`src/rtl/ialu_pkg.sv`:
```
`default_nettype none

package ialu_pkg;

   localparam int DATA_W = 32;
   localparam int HALF_W = 16;
   localparam int CNT_W  = 5;

   localparam int REQ_DATA_W = 64;
   localparam int REQ_USER_W = 6;
   localparam int RSP_DATA_W = 40;

   typedef enum logic [3:0] {
      KIND_ADD  = 4'd0,
      KIND_SUB  = 4'd1,
      KIND_ADDX = 4'd2,
      KIND_SUBX = 4'd3,
      KIND_CMP  = 4'd4,
      KIND_AND  = 4'd5,
      KIND_OR   = 4'd6,
      KIND_EOR  = 4'd7,
      KIND_ADDA = 4'd8,
      KIND_SUBA = 4'd9,
      KIND_CMPA = 4'd10,
      KIND_MULU = 4'd11,
      KIND_MULS = 4'd12,
      KIND_DIVU = 4'd13,
      KIND_DIVS = 4'd14
   } kind_type;

   typedef enum logic [1:0] {
      SIZE_BYTE = 2'd0,
      SIZE_WORD = 2'd1,
      SIZE_LONG = 2'd2
   } size_type;

   typedef enum logic [2:0] {
      ST_IDLE,
      ST_PREP,
      ST_RUN,
      ST_POST,
      ST_DONE
   } state_type;

   // bit order matches the condition code byte: X N Z V C
   typedef struct packed {
      logic x;
      logic n;
      logic z;
      logic v;
      logic c;
   } flags_type;

endpackage

`default_nettype wire

```
`src/rtl/integer_alu_with_condition_codes_core.sv`:
```
// Integer ALU with X/N/Z/V/C condition codes, bit-serial datapath.
// Input channel req_*: one transaction carries an operation (req_tuser) and
// the source and destination operands (req_tdata). Result channel rsp_*:
// one transaction per input carries the value, the write flag, the new
// flags and the divide-by-zero mark.
// Add, subtract, compare and logic operations run one bit per cycle
// through a serial adder over 8, 16 or 32 bits for byte, word or long
// (all 32 bits for the address forms), between an accept step and a
// post step; the next input is taken only once the result is posted.
// Multiplies are shift-add over 16 bits, one multiplier bit per cycle.
// Divides are restoring, one quotient bit per cycle through a 17-bit
// subtractor; signed ones take magnitudes first, and all fix signs after.
// A zero divisor or an unused operation code skips straight to posting.
// The flags are updated when the result is posted to the output register.
// A new transaction is accepted while the previous result still waits in
// the output register; if rsp_tready stays low the finished result holds
// in the datapath until the output register frees, and req_tready stays
// low meanwhile. Reset clears the flags, drops any pending result and
// returns the block to idle.
`default_nettype none

module integer_alu_with_condition_codes_core (
   input  wire logic                                 clock,
   input  wire logic                                 reset,
   input  wire logic                                 req_tvalid,
   output logic                                      req_tready,
   // src_operand[31:0], dst_operand[63:32]
   input  wire logic [ialu_pkg::REQ_DATA_W-1:0]      req_tdata,
   // kind[3:0], size[5:4]
   input  wire logic [ialu_pkg::REQ_USER_W-1:0]      req_tuser,
   output logic                                      rsp_tvalid,
   input  wire logic                                 rsp_tready,
   // result_value[31:0], result_written[32], flag_x[33], flag_n[34],
   // flag_z[35], flag_v[36], flag_c[37], divide_by_zero[38], zero pad[39]
   output logic [ialu_pkg::RSP_DATA_W-1:0]           rsp_tdata
);

   localparam int W = ialu_pkg::DATA_W;
   localparam int H = ialu_pkg::HALF_W;

   ialu_pkg::state_type          state_ff, state_in;
   ialu_pkg::kind_type           kind_ff, kind_in;
   ialu_pkg::size_type           len_ff, len_in;
   ialu_pkg::flags_type          flags_ff, flags_in;
   logic [W-1:0]                 a_ff, a_in;
   logic [W-1:0]                 b_ff, b_in;
   logic [W-1:0]                 r_ff, r_in;
   logic [H:0]                   rem_ff, rem_in;
   logic [ialu_pkg::CNT_W-1:0]   cnt_ff, cnt_in;
   logic                         carry_ff, carry_in;
   logic                         nz_ff, nz_in;
   logic                         last_a_ff, last_a_in;
   logic                         last_b_ff, last_b_in;
   logic                         neg_q_ff, neg_q_in;
   logic                         neg_r_ff, neg_r_in;
   logic                         dz_ff, dz_in;
   logic                         rsp_valid_ff, rsp_valid_in;
   logic [ialu_pkg::RSP_DATA_W-1:0] rsp_data_ff, rsp_data_in;

   // request decode
   ialu_pkg::kind_type  in_kind;
   ialu_pkg::size_type  in_len;
   logic [W-1:0]        in_src, in_dst, in_mask, in_sext_src, in_sext_dst;
   logic [ialu_pkg::CNT_W-1:0] in_last;

   // serial step
   logic is_sub, is_mul, is_div;
   logic abit, bbit, sum_bit, carry_nx, step_bit;
   logic [W-1:0]   mul_sum;
   logic [H:0]     rem_sh;
   logic [H+1:0]   div_diff;
   logic           q_bit;

   // result assembly
   ialu_pkg::flags_type flags_new;
   logic [W-1:0] res_aligned, res_out;
   logic         wr_out, v_arith, c_arith, div_ovf, load_w;

   assign in_kind     = ialu_pkg::kind_type'(req_tuser[3:0]);
   assign in_src      = req_tdata[W-1:0];
   assign in_dst      = req_tdata[2*W-1:W];
   assign in_sext_src = {{(W-H){in_src[H-1]}}, in_src[H-1:0]};
   assign in_sext_dst = {{(W-H){in_dst[H-1]}}, in_dst[H-1:0]};

   always_comb begin
      case (ialu_pkg::size_type'(req_tuser[5:4]))
         ialu_pkg::SIZE_BYTE: begin
            in_len  = ialu_pkg::SIZE_BYTE;
            in_mask = {{(W-8){1'b0}}, 8'hFF};
            in_last = ialu_pkg::CNT_W'(7);
         end
         ialu_pkg::SIZE_WORD: begin
            in_len  = ialu_pkg::SIZE_WORD;
            in_mask = {{(W-H){1'b0}}, {H{1'b1}}};
            in_last = ialu_pkg::CNT_W'(H - 1);
         end
         default: begin
            in_len  = ialu_pkg::SIZE_LONG;
            in_mask = {W{1'b1}};
            in_last = ialu_pkg::CNT_W'(W - 1);
         end
      endcase
   end

   assign is_sub = (kind_ff == ialu_pkg::KIND_SUB)  || (kind_ff == ialu_pkg::KIND_SUBX) ||
                   (kind_ff == ialu_pkg::KIND_CMP)  || (kind_ff == ialu_pkg::KIND_SUBA) ||
                   (kind_ff == ialu_pkg::KIND_CMPA);
   assign is_mul = (kind_ff == ialu_pkg::KIND_MULU) || (kind_ff == ialu_pkg::KIND_MULS);
   assign is_div = (kind_ff == ialu_pkg::KIND_DIVU) || (kind_ff == ialu_pkg::KIND_DIVS);

   assign abit     = a_ff[0];
   assign bbit     = b_ff[0];
   assign sum_bit  = abit ^ bbit ^ carry_ff;
   assign carry_nx = (abit & bbit) | (carry_ff & (abit ^ bbit));

   always_comb begin
      case (kind_ff)
         ialu_pkg::KIND_AND: step_bit = abit & bbit;
         ialu_pkg::KIND_OR:  step_bit = abit | bbit;
         ialu_pkg::KIND_EOR: step_bit = abit ^ bbit;
         default:            step_bit = sum_bit;
      endcase
   end

   // two's complement multiplier: the sign bit weighs negative
   assign mul_sum = ((kind_ff == ialu_pkg::KIND_MULS) && (cnt_ff == '0)) ?
                    (r_ff - a_ff) : (r_ff + a_ff);

   assign rem_sh   = {rem_ff[H-1:0], r_ff[W-1]};
   assign div_diff = {1'b0, rem_sh} - {2'b00, b_ff[H-1:0]};
   assign q_bit    = ~div_diff[H+1];

   // result assembly for the posting cycle
   always_comb begin
      case (len_ff)
         ialu_pkg::SIZE_BYTE: res_aligned = {{(W-8){1'b0}}, r_ff[W-1:W-8]};
         ialu_pkg::SIZE_WORD: res_aligned = {{(W-H){1'b0}}, r_ff[W-1:W-H]};
         default:             res_aligned = r_ff;
      endcase
   end

   assign v_arith = ~(last_a_ff ^ last_b_ff) & (last_a_ff ^ r_ff[W-1]);
   assign c_arith = is_sub ? ~carry_ff : carry_ff;
   assign div_ovf = (kind_ff == ialu_pkg::KIND_DIVS) ?
                    ~((&r_ff[W-1:H-1]) | ~(|r_ff[W-1:H-1])) :
                    (|r_ff[W-1:H]);

   always_comb begin
      flags_new = flags_ff;
      res_out   = '0;
      wr_out    = 1'b0;
      case (kind_ff)
         ialu_pkg::KIND_ADD, ialu_pkg::KIND_SUB, ialu_pkg::KIND_ADDX,
         ialu_pkg::KIND_SUBX, ialu_pkg::KIND_CMP: begin
            res_out     = res_aligned;
            flags_new.n = r_ff[W-1];
            // extended ops only ever clear Z
            flags_new.z = ((kind_ff == ialu_pkg::KIND_ADDX) ||
                           (kind_ff == ialu_pkg::KIND_SUBX)) ? (~nz_ff & flags_ff.z) : ~nz_ff;
            flags_new.v = v_arith;
            flags_new.c = c_arith;
            if (kind_ff != ialu_pkg::KIND_CMP) begin
               flags_new.x = c_arith;
               wr_out      = 1'b1;
            end
         end
         ialu_pkg::KIND_AND, ialu_pkg::KIND_OR, ialu_pkg::KIND_EOR: begin
            res_out     = res_aligned;
            flags_new.n = r_ff[W-1];
            flags_new.z = ~nz_ff;
            flags_new.v = 1'b0;
            flags_new.c = 1'b0;
            wr_out      = 1'b1;
         end
         ialu_pkg::KIND_ADDA, ialu_pkg::KIND_SUBA: begin
            res_out = r_ff;
            wr_out  = 1'b1;
         end
         ialu_pkg::KIND_CMPA: begin
            res_out     = r_ff;
            flags_new.n = r_ff[W-1];
            flags_new.z = ~nz_ff;
            flags_new.v = v_arith;
            flags_new.c = c_arith;
         end
         ialu_pkg::KIND_MULU, ialu_pkg::KIND_MULS: begin
            res_out     = r_ff;
            flags_new.n = r_ff[W-1];
            flags_new.z = (r_ff == '0);
            flags_new.v = 1'b0;
            flags_new.c = 1'b0;
            wr_out      = 1'b1;
         end
         ialu_pkg::KIND_DIVU, ialu_pkg::KIND_DIVS: begin
            if (dz_ff) begin
               res_out = '0;
            end else if (div_ovf) begin
               flags_new.v = 1'b1;
            end else begin
               res_out     = {rem_ff[H-1:0], r_ff[H-1:0]};
               flags_new.n = r_ff[H-1];
               flags_new.z = (r_ff[H-1:0] == '0);
               flags_new.v = 1'b0;
               flags_new.c = 1'b0;
               wr_out      = 1'b1;
            end
         end
         default: begin
            res_out = '0;
         end
      endcase
   end

   assign load_w = (state_ff == ialu_pkg::ST_DONE) && (!rsp_valid_ff || rsp_tready);

   // next state and datapath
   always_comb begin
      state_in     = state_ff;
      kind_in      = kind_ff;
      len_in       = len_ff;
      flags_in     = flags_ff;
      a_in         = a_ff;
      b_in         = b_ff;
      r_in         = r_ff;
      rem_in       = rem_ff;
      cnt_in       = cnt_ff;
      carry_in     = carry_ff;
      nz_in        = nz_ff;
      last_a_in    = last_a_ff;
      last_b_in    = last_b_ff;
      neg_q_in     = neg_q_ff;
      neg_r_in     = neg_r_ff;
      dz_in        = dz_ff;
      rsp_valid_in = rsp_valid_ff & ~rsp_tready;
      rsp_data_in  = rsp_data_ff;
      req_tready   = 1'b0;

      case (state_ff)
         ialu_pkg::ST_IDLE: begin
            req_tready = 1'b1;
            if (req_tvalid) begin
               kind_in  = in_kind;
               len_in   = in_len;
               r_in     = '0;
               rem_in   = '0;
               nz_in    = 1'b0;
               dz_in    = 1'b0;
               neg_q_in = 1'b0;
               neg_r_in = 1'b0;
               cnt_in   = in_last;
               state_in = ialu_pkg::ST_RUN;
               case (in_kind)
                  ialu_pkg::KIND_ADD, ialu_pkg::KIND_ADDX: begin
                     a_in     = in_dst & in_mask;
                     b_in     = in_src & in_mask;
                     carry_in = (in_kind == ialu_pkg::KIND_ADDX) & flags_ff.x;
                  end
                  ialu_pkg::KIND_SUB, ialu_pkg::KIND_SUBX, ialu_pkg::KIND_CMP: begin
                     a_in     = in_dst & in_mask;
                     b_in     = ~(in_src & in_mask);
                     carry_in = ~((in_kind == ialu_pkg::KIND_SUBX) & flags_ff.x);
                  end
                  ialu_pkg::KIND_AND, ialu_pkg::KIND_OR, ialu_pkg::KIND_EOR: begin
                     a_in     = in_dst & in_mask;
                     b_in     = in_src & in_mask;
                     carry_in = 1'b0;
                  end
                  ialu_pkg::KIND_ADDA: begin
                     len_in   = ialu_pkg::SIZE_LONG;
                     cnt_in   = ialu_pkg::CNT_W'(W - 1);
                     a_in     = in_dst;
                     b_in     = in_sext_src;
                     carry_in = 1'b0;
                  end
                  ialu_pkg::KIND_SUBA, ialu_pkg::KIND_CMPA: begin
                     len_in   = ialu_pkg::SIZE_LONG;
                     cnt_in   = ialu_pkg::CNT_W'(W - 1);
                     a_in     = in_dst;
                     b_in     = ~in_sext_src;
                     carry_in = 1'b1;
                  end
                  ialu_pkg::KIND_MULU, ialu_pkg::KIND_MULS: begin
                     len_in = ialu_pkg::SIZE_LONG;
                     cnt_in = ialu_pkg::CNT_W'(H - 1);
                     a_in   = (in_kind == ialu_pkg::KIND_MULS) ? in_sext_dst :
                              {{(W-H){1'b0}}, in_dst[H-1:0]};
                     b_in   = {{(W-H){1'b0}}, in_src[H-1:0]};
                  end
                  ialu_pkg::KIND_DIVU, ialu_pkg::KIND_DIVS: begin
                     len_in = ialu_pkg::SIZE_LONG;
                     cnt_in = ialu_pkg::CNT_W'(W - 1);
                     r_in   = in_dst;
                     b_in   = {{(W-H){1'b0}}, in_src[H-1:0]};
                     if (in_src[H-1:0] == '0) begin
                        dz_in    = 1'b1;
                        state_in = ialu_pkg::ST_DONE;
                     end else if (in_kind == ialu_pkg::KIND_DIVS) begin
                        neg_q_in = in_dst[W-1] ^ in_src[H-1];
                        neg_r_in = in_dst[W-1];
                        state_in = ialu_pkg::ST_PREP;
                     end
                  end
                  default: begin
                     state_in = ialu_pkg::ST_DONE;
                  end
               endcase
            end
         end
         ialu_pkg::ST_PREP: begin
            // take magnitudes for the signed divide
            r_in          = r_ff[W-1] ? (~r_ff + W'(1)) : r_ff;
            b_in[H-1:0]   = b_ff[H-1] ? (~b_ff[H-1:0] + H'(1)) : b_ff[H-1:0];
            state_in      = ialu_pkg::ST_RUN;
         end
         ialu_pkg::ST_RUN: begin
            cnt_in = cnt_ff - ialu_pkg::CNT_W'(1);
            if (is_mul) begin
               if (bbit) begin
                  r_in = mul_sum;
               end
               a_in = {a_ff[W-2:0], 1'b0};
               b_in = {1'b0, b_ff[W-1:1]};
            end else if (is_div) begin
               rem_in = q_bit ? div_diff[H:0] : rem_sh;
               r_in   = {r_ff[W-2:0], q_bit};
            end else begin
               r_in      = {step_bit, r_ff[W-1:1]};
               a_in      = {1'b0, a_ff[W-1:1]};
               b_in      = {1'b0, b_ff[W-1:1]};
               carry_in  = carry_nx;
               nz_in     = nz_ff | step_bit;
               last_a_in = abit;
               last_b_in = bbit;
            end
            if (cnt_ff == '0) begin
               state_in = is_div ? ialu_pkg::ST_POST : ialu_pkg::ST_DONE;
            end
         end
         ialu_pkg::ST_POST: begin
            // restore signs of quotient and remainder
            r_in = neg_q_ff ? (~r_ff + W'(1)) : r_ff;
            rem_in[H-1:0] = neg_r_ff ? (~rem_ff[H-1:0] + H'(1)) : rem_ff[H-1:0];
            state_in = ialu_pkg::ST_DONE;
         end
         ialu_pkg::ST_DONE: begin
            if (load_w) begin
               flags_in     = flags_new;
               rsp_valid_in = 1'b1;
               rsp_data_in  = {1'b0, dz_ff, flags_new.c, flags_new.v, flags_new.z,
                               flags_new.n, flags_new.x, wr_out, res_out};
               state_in     = ialu_pkg::ST_IDLE;
            end
         end
         default: begin
            state_in = ialu_pkg::ST_IDLE;
         end
      endcase
   end

   always_ff @(posedge clock) begin
      if (reset) begin
         state_ff     <= ialu_pkg::ST_IDLE;
         flags_ff     <= '0;
         rsp_valid_ff <= 1'b0;
      end else begin
         state_ff     <= state_in;
         flags_ff     <= flags_in;
         rsp_valid_ff <= rsp_valid_in;
      end
   end

   always_ff @(posedge clock) begin
      kind_ff     <= kind_in;
      len_ff      <= len_in;
      a_ff        <= a_in;
      b_ff        <= b_in;
      r_ff        <= r_in;
      rem_ff      <= rem_in;
      cnt_ff      <= cnt_in;
      carry_ff    <= carry_in;
      nz_ff       <= nz_in;
      last_a_ff   <= last_a_in;
      last_b_ff   <= last_b_in;
      neg_q_ff    <= neg_q_in;
      neg_r_ff    <= neg_r_in;
      dz_ff       <= dz_in;
      rsp_data_ff <= rsp_data_in;
   end

   assign rsp_tvalid = rsp_valid_ff;
   assign rsp_tdata  = rsp_data_ff;

   a_busy_after_accept: assert property (@(posedge clock) disable iff (reset)
      (req_tvalid && req_tready) |=> !req_tready)
      else $error("input accepted twice without finishing a transaction");

   a_flags_hold: assert property (@(posedge clock) disable iff (reset)
      !load_w |=> $stable(flags_ff))
      else $error("flags changed without posting a result");

   a_zero_divide_no_write: assert property (@(posedge clock) disable iff (reset)
      (rsp_tvalid && rsp_tdata[38]) |-> (!rsp_tdata[32] && (rsp_tdata[31:0] == '0)))
      else $error("zero divide reported with a written result");

   a_run_ends: assert property (@(posedge clock) disable iff (reset)
      (state_ff == ialu_pkg::ST_RUN && cnt_ff == '0) |=> (state_ff != ialu_pkg::ST_RUN))
      else $error("serial run did not end at terminal count");

endmodule

`default_nettype wire

```
`config.mk`:
```
export PLATFORM = sky130hd
export DESIGN_NAME = integer_alu_with_condition_codes_core
export DESIGN_NICKNAME = d
export VERILOG_FILES = /design/src/rtl/ialu_pkg.sv /design/src/rtl/integer_alu_with_condition_codes_core.sv
export SDC_FILE = /design/constraint.sdc
export NUM_CORES = 1
export LEC_CHECK = 0
export ABC_AREA = 1
export BUFFER_PORTS_ARGS = -buffer_cell sky130_fd_sc_hd__buf_2
export CORE_MARGIN = 4
export CORE_UTILIZATION = 30
export CTS_CLUSTER_DIAMETER = 40
export CTS_CLUSTER_SIZE = 40
export DETAILED_ROUTE_END_ITERATION = 12
export PLACE_DENSITY = 0.57
export SYNTH_ARGS = -nofsm -noshare
export SYNTH_HDL_FRONTEND = slang
export SYNTH_SLANG_ARGS = --single-unit
```
`constraint.sdc`:
```
create_clock -name clock -period 3.8 [get_ports clock]
set_input_delay 0.38 -clock clock [delete_from_list [all_inputs] [get_ports clock]]
set_output_delay 0.38 -clock clock [all_outputs]
set_load 0.005 [all_outputs]
```
# --- Word level (Yosys, flattened, before mapping) ---
# Cells that the tools add are included.
totals:
  regBits: 178
  elab_cells: 253
  input_bits: 74
classes:
  n_reduce_logical: 62
  eq_ne: 50
  n_bitwise: 35
  add_sub_neg: 7
  n_mux: 74
op_table:
  columns: ["op", "n"]
  rows:
  - ["$mux W32", 17]
  - ["$pmux W32 S2", 3]
  - ["$pmux W32 S3", 2]
  - ["$pmux W32 S5", 1]
  - ["$pmux W32 S4", 1]
  - ["$mux W16", 6]
  - ["$not A32 Y32", 3]
  - ["$pmux W16 S3", 2]
  - ["$and A32 B32 Y32", 2]
  - ["$eq A4 B4 Y1 const B", 14]
  - ["$add A16 B1 Y16 const B", 2]
  - ["$add A32 B1 Y32 const B", 1]
  - ["$add A32 B32 Y32", 1]
  - ["$eq A4 B3 Y1 const B", 8]
  - ["$logic_not A16 Y1", 2]
  - ["$logic_not A32 Y1", 1]
  - ["$not A16 Y16", 2]
  - ["$pmux W16 S2", 1]
  - ["$sub A32 B32 Y32", 1]
  - ["$pmux W5 S2", 3]
  - ["$mux W1", 20]
  - ["$ne A2 B2 Y1 const B", 10]
  - ["$pmux W4 S5", 1]
  - ["$reduce_and A4 Y1", 5]
  - ["other kinds (49)", 119]

# --- Logic depth before layout (Yosys ltp) ---
# Gate-level depths: netlist of run 1.
depth:
  ltp_word: 8
  mapped_depth: 24

# --- Least setup slack after synthesis of run 1 ---
# No wires, ideal clock.
synth_timing:
  path_type: "flip-flop to flip-flop"
  from: "register state_ff[2]"
  to: "register a_ff[0] (enable)"
  setup_ps: 421
  t_arrival_ps: 2843
  stages_incl_launch_ff: 8
  setup_slack_ps: 536
  cell_sequence: "dfxtp_1 nor2_1 inv_2 nor2_1 inv_2 nor2_1 nor2_1 nor2_1"
synth_between:
  elab_chain_len: 3
synth_lines:
  columns: ["element", "line_no", "rtl"]
  rows:
  - ["start: declaration", "integer_alu_with_condition_codes_core.sv:41", "ialu_pkg::state_type state_ff, state_in;"]
  - ["start signal: assignment", "integer_alu_with_condition_codes_core.sv:362", "state_ff <= ialu_pkg::ST_IDLE;"]
  - ["start signal: assignment", "integer_alu_with_condition_codes_core.sv:366", "state_ff <= state_in;"]
  - ["$eq A3 B2 Y1 or $logic_not A3 Y1 (tied branches)", "integer_alu_with_condition_codes_core.sv:238", "case (state_ff)"]
  - ["$ne A3 B3 Y1 (no source line), or another cell as far along", null, null]
  - ["$reduce_and A4 Y1 (no source line) *", null, null]
  - ["end signal: assignment", "integer_alu_with_condition_codes_core.sv:375", "a_ff <= a_in;"]
  - ["end: declaration", "integer_alu_with_condition_codes_core.sv:45", "logic [W-1:0] a_ff, a_in;"]
# Mark *: on every way between the ends. The rest lies on a longest branch, timed or not.
# A chain may end at the register's enable or synchronous reset.

# --- Final worst setup path of run 1 ---
layout_timing:
  from: "register a_ff[0]"
  to: "register r_ff[20] (data pin)"
layout_between:
  elab_chain_len: 5
layout_lines:
  columns: ["element", "line_no", "rtl"]
  rows:
  - ["$add A32 B32 Y32 or $sub A32 B32 Y32 (tied branches)", "integer_alu_with_condition_codes_core.sv:127", "(r_ff - a_ff) : (r_ff + a_ff);"]
  - ["$mux W32 *", "integer_alu_with_condition_codes_core.sv:126", "assign mul_sum = ((kind_ff == ialu_pkg::KIND_MULS) && (cnt_ff == '0)) ?"]
  - ["$mux W32 *", "integer_alu_with_condition_codes_core.sv:318", "if (bbit) begin"]
  - ["$mux W32 *", "integer_alu_with_condition_codes_core.sv:317", "if (is_mul) begin"]
  - ["$pmux W32 S4 *", "integer_alu_with_condition_codes_core.sv:238", null]
  - ["named net r_in[20]", "integer_alu_with_condition_codes_core.sv:47", "logic [W-1:0] r_ff, r_in;"]
  - ["end signal: assignment", "integer_alu_with_condition_codes_core.sv:377", "r_ff <= r_in;"]
  - ["end: declaration", "integer_alu_with_condition_codes_core.sv:47", null]
# The timed path passes the listed nets; every way through them passes the cells marked *. The select of a mux whose other input is x is not followed.

==> results of run 1 <==
[stage by stage]
stage	TNS (ns)	util, %	cell area, um2	setup WS (ns)
floorplan	0	-	15330	0.5362
global route	-0.02249	34.76	17510	-0.02249
CTS	0	34.43	17350	0.09522
finish	0	34.76	17510	0.2974
detailed placement	0	33.24	16740	0.1059
global placement	0	33.24	16740	0.1166
[logic make-up after synthesis]
group,share of synthesized area (%)
other,0.02447
and+or+nand+nor,31.59
DFF,34.29
xor gates and xnor gates,3.029
buffers and inverters,9.388
AOI/OAI and AO/OA,16.72
adders and majority gates,4.964
[what timing repair did]
item / CTS / global route
setup buffers: 0 / 7
endpoints found under the hold margin: 0 / 0
hold buffers: 0 / 0
resized for setup: 0 / 37
setup endpoints to repair: 0 / 13
[report_power, final]
group	internal (mW)	total, mW	switching [mW]
Sequential	3.33	4.28	0.952
Clock	1.05	1.93	0.882
Combinational	2.87	9.08	6.21
Total	7.25	15.3	8.04
[worst max-delay path by stage]
| stage | from | endpoint | slack, ns |
|---|---|---|---|
| finish | a_ff[0]$_DFFE_PP_ | r_ff[20]$_DFFE_PP_ | 0.30 |
| global route | a_ff[0]$_DFFE_PP_ | r_ff[20]$_DFFE_PP_ | -0.02 |
| CTS | a_ff[1]$_DFFE_PP_ | r_ff[26]$_DFFE_PP_ | 0.1 |
| detailed placement | a_ff[1]$_DFFE_PP_ | r_ff[26]$_DFFE_PP_ | 0.11 |
| global placement | a_ff[1]$_DFFE_PP_ | r_ff[26]$_DFFE_PP_ | 0.12 |
| floorplan | state_ff[2]$_SDFFE_PP0P_ | a_ff[0]$_DFFE_PP_ | 0.54 |
[layer usage]
| metal | wire [um] | up-vias | share of wire (%) | global-route usage, % |
|---|---|---|---|---|
| met5 | 0 | - | 0 | 0 |
| met2 | 26150 | 655 | 45 | 32.69 |
| met4 | 1718 | 0 | 2.9 | 7.204 |
| met1 | 26770 | 7578 | 46 | 29.45 |
| met3 | 3836 | 75 | 6.6 | 3.110 |
| li1 | - | 7755 | - | - |
[layout make-up]
| type | instances | area (um2) | area share, % |
|---|---|---|---|
| inverters | 293 | 1102 | 6.295 |
| clock inverters | 13 | 173.9 | 0.9931 |
| multi-input cells | 1675 | 8786 | 50.17 |
| repair buffers | 160 | 919.6 | 5.251 |
| well taps | 672 | 840.8 | 4.801 |
| flip-flops and latches | 178 | 5255 | 30.01 |
| diodes | 2 | 5.005 | 0.02858 |
| clock buffers | 18 | 429.2 | 2.451 |
[registers in the layout, summed over array words and instances, names as in the netlist, 2 cells and up]
name and cells:
len_ff 2, b_ff 32, flags_ff 5, a_ff 32, rsp_tdata 39, cnt_ff 5
kind_ff 4, state_ff 3, r_ff 32, rem_ff 16
[critical path: stages, from the launching register on]
cell	delay, ns
edfxtp_1	0.40
inv_2	0.10
buf_4	0.15
nand3_1	0.16
nor2_2	0.21
nand2_1	0.12
inv_1	0.09
nand2_1	0.09
o31ai_2	0.23
xor2_1	0.17
inv_1	0.07
ha_2	0.40
nand2_1	0.11
nor2_2	0.16
inv_1	0.06
nor2_2	0.17
nand4_1	0.13
nand3b_1	0.16
nor2_1	0.06
o21bai_1	0.14
nand3_1	0.08
[cells in the final DEF (no fill, tap or decap), types with 4 or more instances in the layout]
master,instances
o21a_1,6
nor2_4,9
clkbuf_16,17
nor2_2,20
nor3_2,4
o31ai_1,4
o221ai_1,29
nor2_1,238
nand4_1,34
a31oi_1,21
dfxtp_1,9
inv_6,4
inv_1,264
a21oi_1,101
clkinv_1,5
edfxtp_1,169
o21ai_1,25
o2111ai_1,9
ha_1,54
a21oi_2,10
xor2_1,41
o22ai_1,32
inv_2,24
nand3_1,236
xnor2_1,12
o211ai_1,16
o21bai_1,11
nor4_1,8
nand3b_1,5
nand2_2,12
buf_4,45
nand2_1,533
o21ai_0,146
buf_2,114
nor3_1,17
==> results by group, run 1 <==
Critical path
  • Startpoint class of the critical path: flop
  • Required time of the critical path: 4.02 ns
  • Crit Reg-Reg Startpoint: a_ff[0]$_DFFE_PP_
  • Worst setup path category: reg -> reg
  • Reg2reg setup slack: 0.30 ns
  • Reg2reg path depth: 20
  • Critical path peak fanout: 5
  • Critical path capture point type: flop
  • Arrival time at the worst endpoint: between 3 and 4 ns
  • Worst r2r dst: r_ff[20]$_DFFE_PP_

STA
  • Setup-failing EPs final: 0
  • Transition time at the pin with the least slew margin: approximately 1.1 ns
  • Fraction of the cycle the final worst path needs: a little over 90%
  • Largest clock skew in the final design: 0.01167 ns
  • Clock period minus worst slack: ~3.5 ns
  • Number of failing hold endpoints at the final stage: 0
  • Max-Slew Margin vs Limit: 23.44%
  • Peak Freq: 0.2855 GHz
  • Final hold slack: 0.1422 ns
  • Max-slew violation count: 0

Final layout
  • Fillers: 5,391
  • Post-layout instance count excluding filler cells: 3,011
  • Syn-to-layout area delta: 14.26%
  • Final layout net count: 2,458
  • Fraction of final layout cells sized beyond drive strength 1: between 10 and 15%

Floorplan
  • Area of the core: 50,380 um2
  • Die boundary height: 234.0 um
  • Overall die area: 54,770 um2
  • Row count: 82
  • Top-Level Pins: 116
  • Die Width: 234.0 um
  • Initial core utilization: 30.42%

Power
  • Leak pwr: around 7.7 nW
  • Peak VDD IR: 410.8 uV
  • Total power: between 15 and 20 mW
  • Power Density: 873.2 nW/um2

CTS
  • Root Buffer: clkbuf_16
  • TritonCTS clock tree: done
  • Clock-pin transition on the worst setup and hold timing paths: about 0.070 ns
  • Number of buffers between clock root and the deepest sink: 2
  • Worst skew pair latency: 0.47 ns
  • Number of sinks on the clock net: 178
  • TritonCTS buffer count: 17
  • Maximum level of the CTS H-tree: 4

Min path
  • Worst hold start: reset
  • Worst hold path class: in -> reg
  • Hold Path Sink: state_ff[0]$_SDFFE_PP0P_
  • Number of stages on the worst hold path: 2

Synth
  • Most common cell in the netlist: nand2_1
  • Leading post-synthesis cells by instance count: 536 x nand2_1, 269 x inv_1, 250 x nor2_1
  • Cell types with the largest area share after synthesis: edfxtp_1 33%, nand2_1 13%, nand3_1 7.7%
  • Area fraction of the dominant cell type after synthesis: 33.11%
  • Post-synthesis cell count: about 2,200
  • Dominant synthesized flop cell: edfxtp_1
  • Post-synthesis area per instance: roughly 6.9 um2
  • Fraction of the yosys area taken by sequential cells: 34.29%
  • Post-synthesis instance area: 15,330 um2
  • Yosys synthesis warning count: 0
  • Largest area contributor in the netlist: edfxtp_1
  • Total nets after synthesis: between 2,000 and 2,500
  • Number of flops mapped to enable cells by yosys: 169
  • Asr flop ratio synth: 0%
  • Yosys cell types: 60
  • Number of register bits inferred by synthesis: 178

Place
  • Weighted congestion reported at the end of routability-driven placement: approximately 0.96
  • Instance count after placement with tap cells included: around 3,000
  • Final HPWL DP: ~46 mm
  • Number of buffers added on ports: 114

Global route
  • Global-route total usage across every layer: 20.88%
  • Initial antenna violation count: 3
  • First-pass GRT wire length: 88.02 mm
  • Global-route congestion overflow total: 0
  • Largest net degree at the start of global routing: 70
  • Via count of the first global-routing pass: ~15,000

Run status
  • Run status: completed

Route
  • DRC violation count after routing: 0
  • Detailed-route wire length: 58.48 mm
  • Number of iterations in the first detailed-routing pass: 7
  • Final routed wire length divided by cell count: 19.42 um
  • Via count of the routed design: 16,063
  • Via density: 5.335
  • Detail Route Antenna Nets: 0
  • Number of violations reported at the end of detailed-routing iteration 0: 1,249

Job
  • Maximum capacitance violations: 0
Power figures use the tool's default switching activity.
==> run 2: changes to the inputs <==
- CORE_ASPECT_RATIO: default -> 0.6
==> run 2 against run 1 <==
- hold slack improved by 0.017 ns
- critical path depth rose by 1
- via count rose by 4.6%
- routed wire length rose by 11%
- final area rose by 1.9%
- first-iteration DRC count rose by 88%
- count of clock-buffer cells in the layout rose by 2
- power rose by 7.8%
- critical endpoint unchanged
- non-clock buffer count rose by 34
- combinational power rose by 13%
==> results by group, run 2 (synthesis results as in run 1) <==
STA
  • Peak Freq: 0.2751 GHz (-3.6%)
  • Fraction of the cycle the final worst path needs: 95.65% (+3.5 points)
  • Transition time at the pin with the least slew margin: 1.090 ns (-0.05375 ns)
  • Largest clock skew in the final design: 0.01528 ns (+0.003609 ns)
  • RSZ-0062 raised after global routing: yes
  • Setup slack of the critical path after layout: 0.1654 ns (-0.1320 ns)
  • Number of failing hold endpoints at the final stage: 0 (unchanged)
  • Max-Slew Margin vs Limit: 27.31% (+3.9 points)
  • Clock period minus worst slack: 3.635 ns (+0.1320 ns)
  • Max-slew violation count: 0 (unchanged)
  • Setup-failing EPs final: 0 (unchanged)

Final layout
  • Post-layout instance count excluding filler cells: 3,055 (+1.5%)
  • Commonest non-fill, non-tap cell in the layout: nand2_1
  • Final design instance area without fill: 17,840 um2 (+1.9%)
  • Commonest cells after routing, fill and taps aside: 530 x nand2_1, 267 x inv_1, 237 x nor2_1
  • Fillers: 5,367 (-0.45%)
  • Final layout net count: 2,492 (+1.4%)
  • Syn-to-layout area delta: 16.40%
  • Share of the core filled with cells: 35.70% (+0.93 points)
  • Largest register FFs: 39 (unchanged)
  • Fraction of final layout cells sized beyond drive strength 1: 14.04% (+1.8 points)

Power
  • Power Density: 924.1 nW/um2 (+5.8%)
  • Peak VDD IR: 382.3 uV (-6.9%)
  • Leak pwr: 7.870 nW (+2.3%)

Global route
  • Via count of the first global-routing pass: 14,877 (+0.14%)
  • Initial antenna violation count: 3 (unchanged)
  • Global-route total usage across every layer: 22.98% (+2.1 points)
  • Global-route congestion overflow total: 0 (unchanged)
  • Largest net degree at the start of global routing: 94 (+34%)
  • First-pass GRT wire length: 95.59 mm (+8.6%)

Critical path
  • Crit path cell chain: buf_4 -> nor2_1 -> nand3_1 -> nor2_4 -> nand2_1 -> inv_2 -> nand2_1 -> o31ai_2 -> xor2_1 -> inv_1 -> ha_2 -> nand2_2 -> nor2_4 -> inv_1 -> nor2_4 -> buf_4 -> nand4_1 -> nand3b_1 -> nor2_1 -> o21bai_1 -> nand3_1
  • Cell at the slowest stage of the critical path: edfxtp_1
  • Worst setup path category: reg -> reg
  • Critical path peak fanout: 5 (unchanged)
  • Most common cell on crit path: nor2_4
  • Delay of the slowest critical-path stage: 0.43 ns (+0.03 ns)
  • Critical path capture point type: flop
  • Number of buffer and inverter stages on the critical path: 5 (unchanged)
  • Startpoint class of the critical path: flop
  • Arrival time at the worst endpoint: 3.85 ns (+0.13 ns)
  • Category of cells accounting for the largest share of critical-path delay: simple AND/OR/NAND/NOR gates
  • Required time of the critical path: 4.01 ns (about the same)

Route
  • DRT met1 WL: 32.16 mm (+20%)
  • Detailed-route wire length: 64.90 mm (+11%)
  • Number of iterations in the first detailed-routing pass: 6 (-1)
  • Wire length on met2: 23.14 mm (-12%)
  • Number of violations reported at the end of detailed-routing iteration 0: 2,348 (+88%)
  • Final routed wire length divided by cell count: 21.24 um (+9.4%)
  • DR WL met3: 8.826 mm (+130%)
  • Via density: 5.500 (+3.1%)
  • Via count of the routed design: 16,803 (+4.6%)
  • Highest metal used: met5
  • DRC violation count after routing: 0 (unchanged)
  • Detail Route Antenna Nets: 0 (unchanged)

Place
  • Placed instance area: 17,100 um2 (+2.1%)
  • DP Worst Slack: -0.2487 ns (-0.3546 ns)
  • Number of buffers added on ports: 114 (unchanged)
  • Final HPWL DP: 51.37 mm (+12%)
  • Weighted congestion reported at the end of routability-driven placement: 0.9995 (+4.1%)
  • Instance count after placement with tap cells included: 3,021 (+1.7%)

Floorplan
  • Die boundary height: 183.1 um (-22%)
  • Area of the core: 49,980 um2 (-0.79%)
  • Top-Level Pins: 116 (unchanged)
  • Die Width: 299.8 um (+28%)
  • Overall die area: 54,890 um2 (+0.21%)
  • Initial core utilization: 30.67% (+0.24 points)
  • Row count: 63 (-23%)

CTS
  • Maximum level of the CTS H-tree: 4 (unchanged)
  • Root Buffer: clkbuf_16
  • Worst skew pair latency: 0.47 ns (about the same)
  • CTS Hold Buffers Added: 0 (unchanged)
  • TritonCTS clock tree: done
  • Clock-pin transition on the worst setup and hold timing paths: 0.08 ns (about the same)
  • TritonCTS buffer count: 17 (unchanged)
  • Number of sinks on the clock net: 178 (unchanged)
  • Number of buffers between clock root and the deepest sink: 2 (unchanged)

Run status
  • Run status: completed

Job
  • Maximum capacitance violations: 0 (unchanged)

Min path
  • Worst hold path class: in -> reg
## run 2: changes by cell type in the layout (fill, tap and decap cells not counted), sizes merged
cell and change:
buf +34, bufinv -2, clkinv +2, clkbuf +2, diode -1, inv -1
## run 2: final cells by class
class	instances	area, um2	share of cell area [%]
tap	682	853.3	4.783
inverter	293	1105	6.193
clock buffer	20	446.7	2.504
timing repair buffer	194	1209	6.775
antenna	1	2.502	0.01403
multi-input combinational	1675	8845	49.58
sequential	178	5255	29.46
clock inverter	12	123.9	0.6943
## run 2: metal layers
layer / track usage (%) / vias up
met5: 0 / -
met4: 4.085 / 4
met3: 6.768 / 62
met2: 28.82 / 973
met1: 37.61 / 7937
li1: - / 7827
## run 2: what timing repair did
action,4_1_cts,5_1_grt
gates resized for setup,9,45
setup buffers,0,1
setup endpoints to repair,5,21
pin swaps,0,3
## run 2: worst paths after layout
kind	from	endpoint	slack, ns	cells past startpoint
min	reset	state_ff[2]$_SDFFE_PP0P_	0.16	2
max	a_ff[3]$_DFFE_PP_	r_ff[20]$_DFFE_PP_	0.17	21
min reg2reg	cnt_ff[0]$_SDFFCE_PN1P_	cnt_ff[0]$_SDFFCE_PN1P_	0.57	1
max reg2reg	a_ff[3]$_DFFE_PP_	r_ff[20]$_DFFE_PP_	0.17	21
## run 2: metrics by stage
stage                     hold slack, ns  TNS [ns]  total power [mW]
after detailed placement          0.5524   -0.5334             14.02
after CTS                         0.1428         0             15.93
final                             0.1590         0             16.49
after global placement            0.5331   -0.9817             13.95
after global routing              0.1602  -0.03039             17.55
after floorplan                   0.4491         0             10.20
## run 2: power breakdown
group / internal (mW) / switching, mW
sequential: 3.33 / 0.984
combinational: 3.25 / 7.08
clock: 0.938 / 0.906
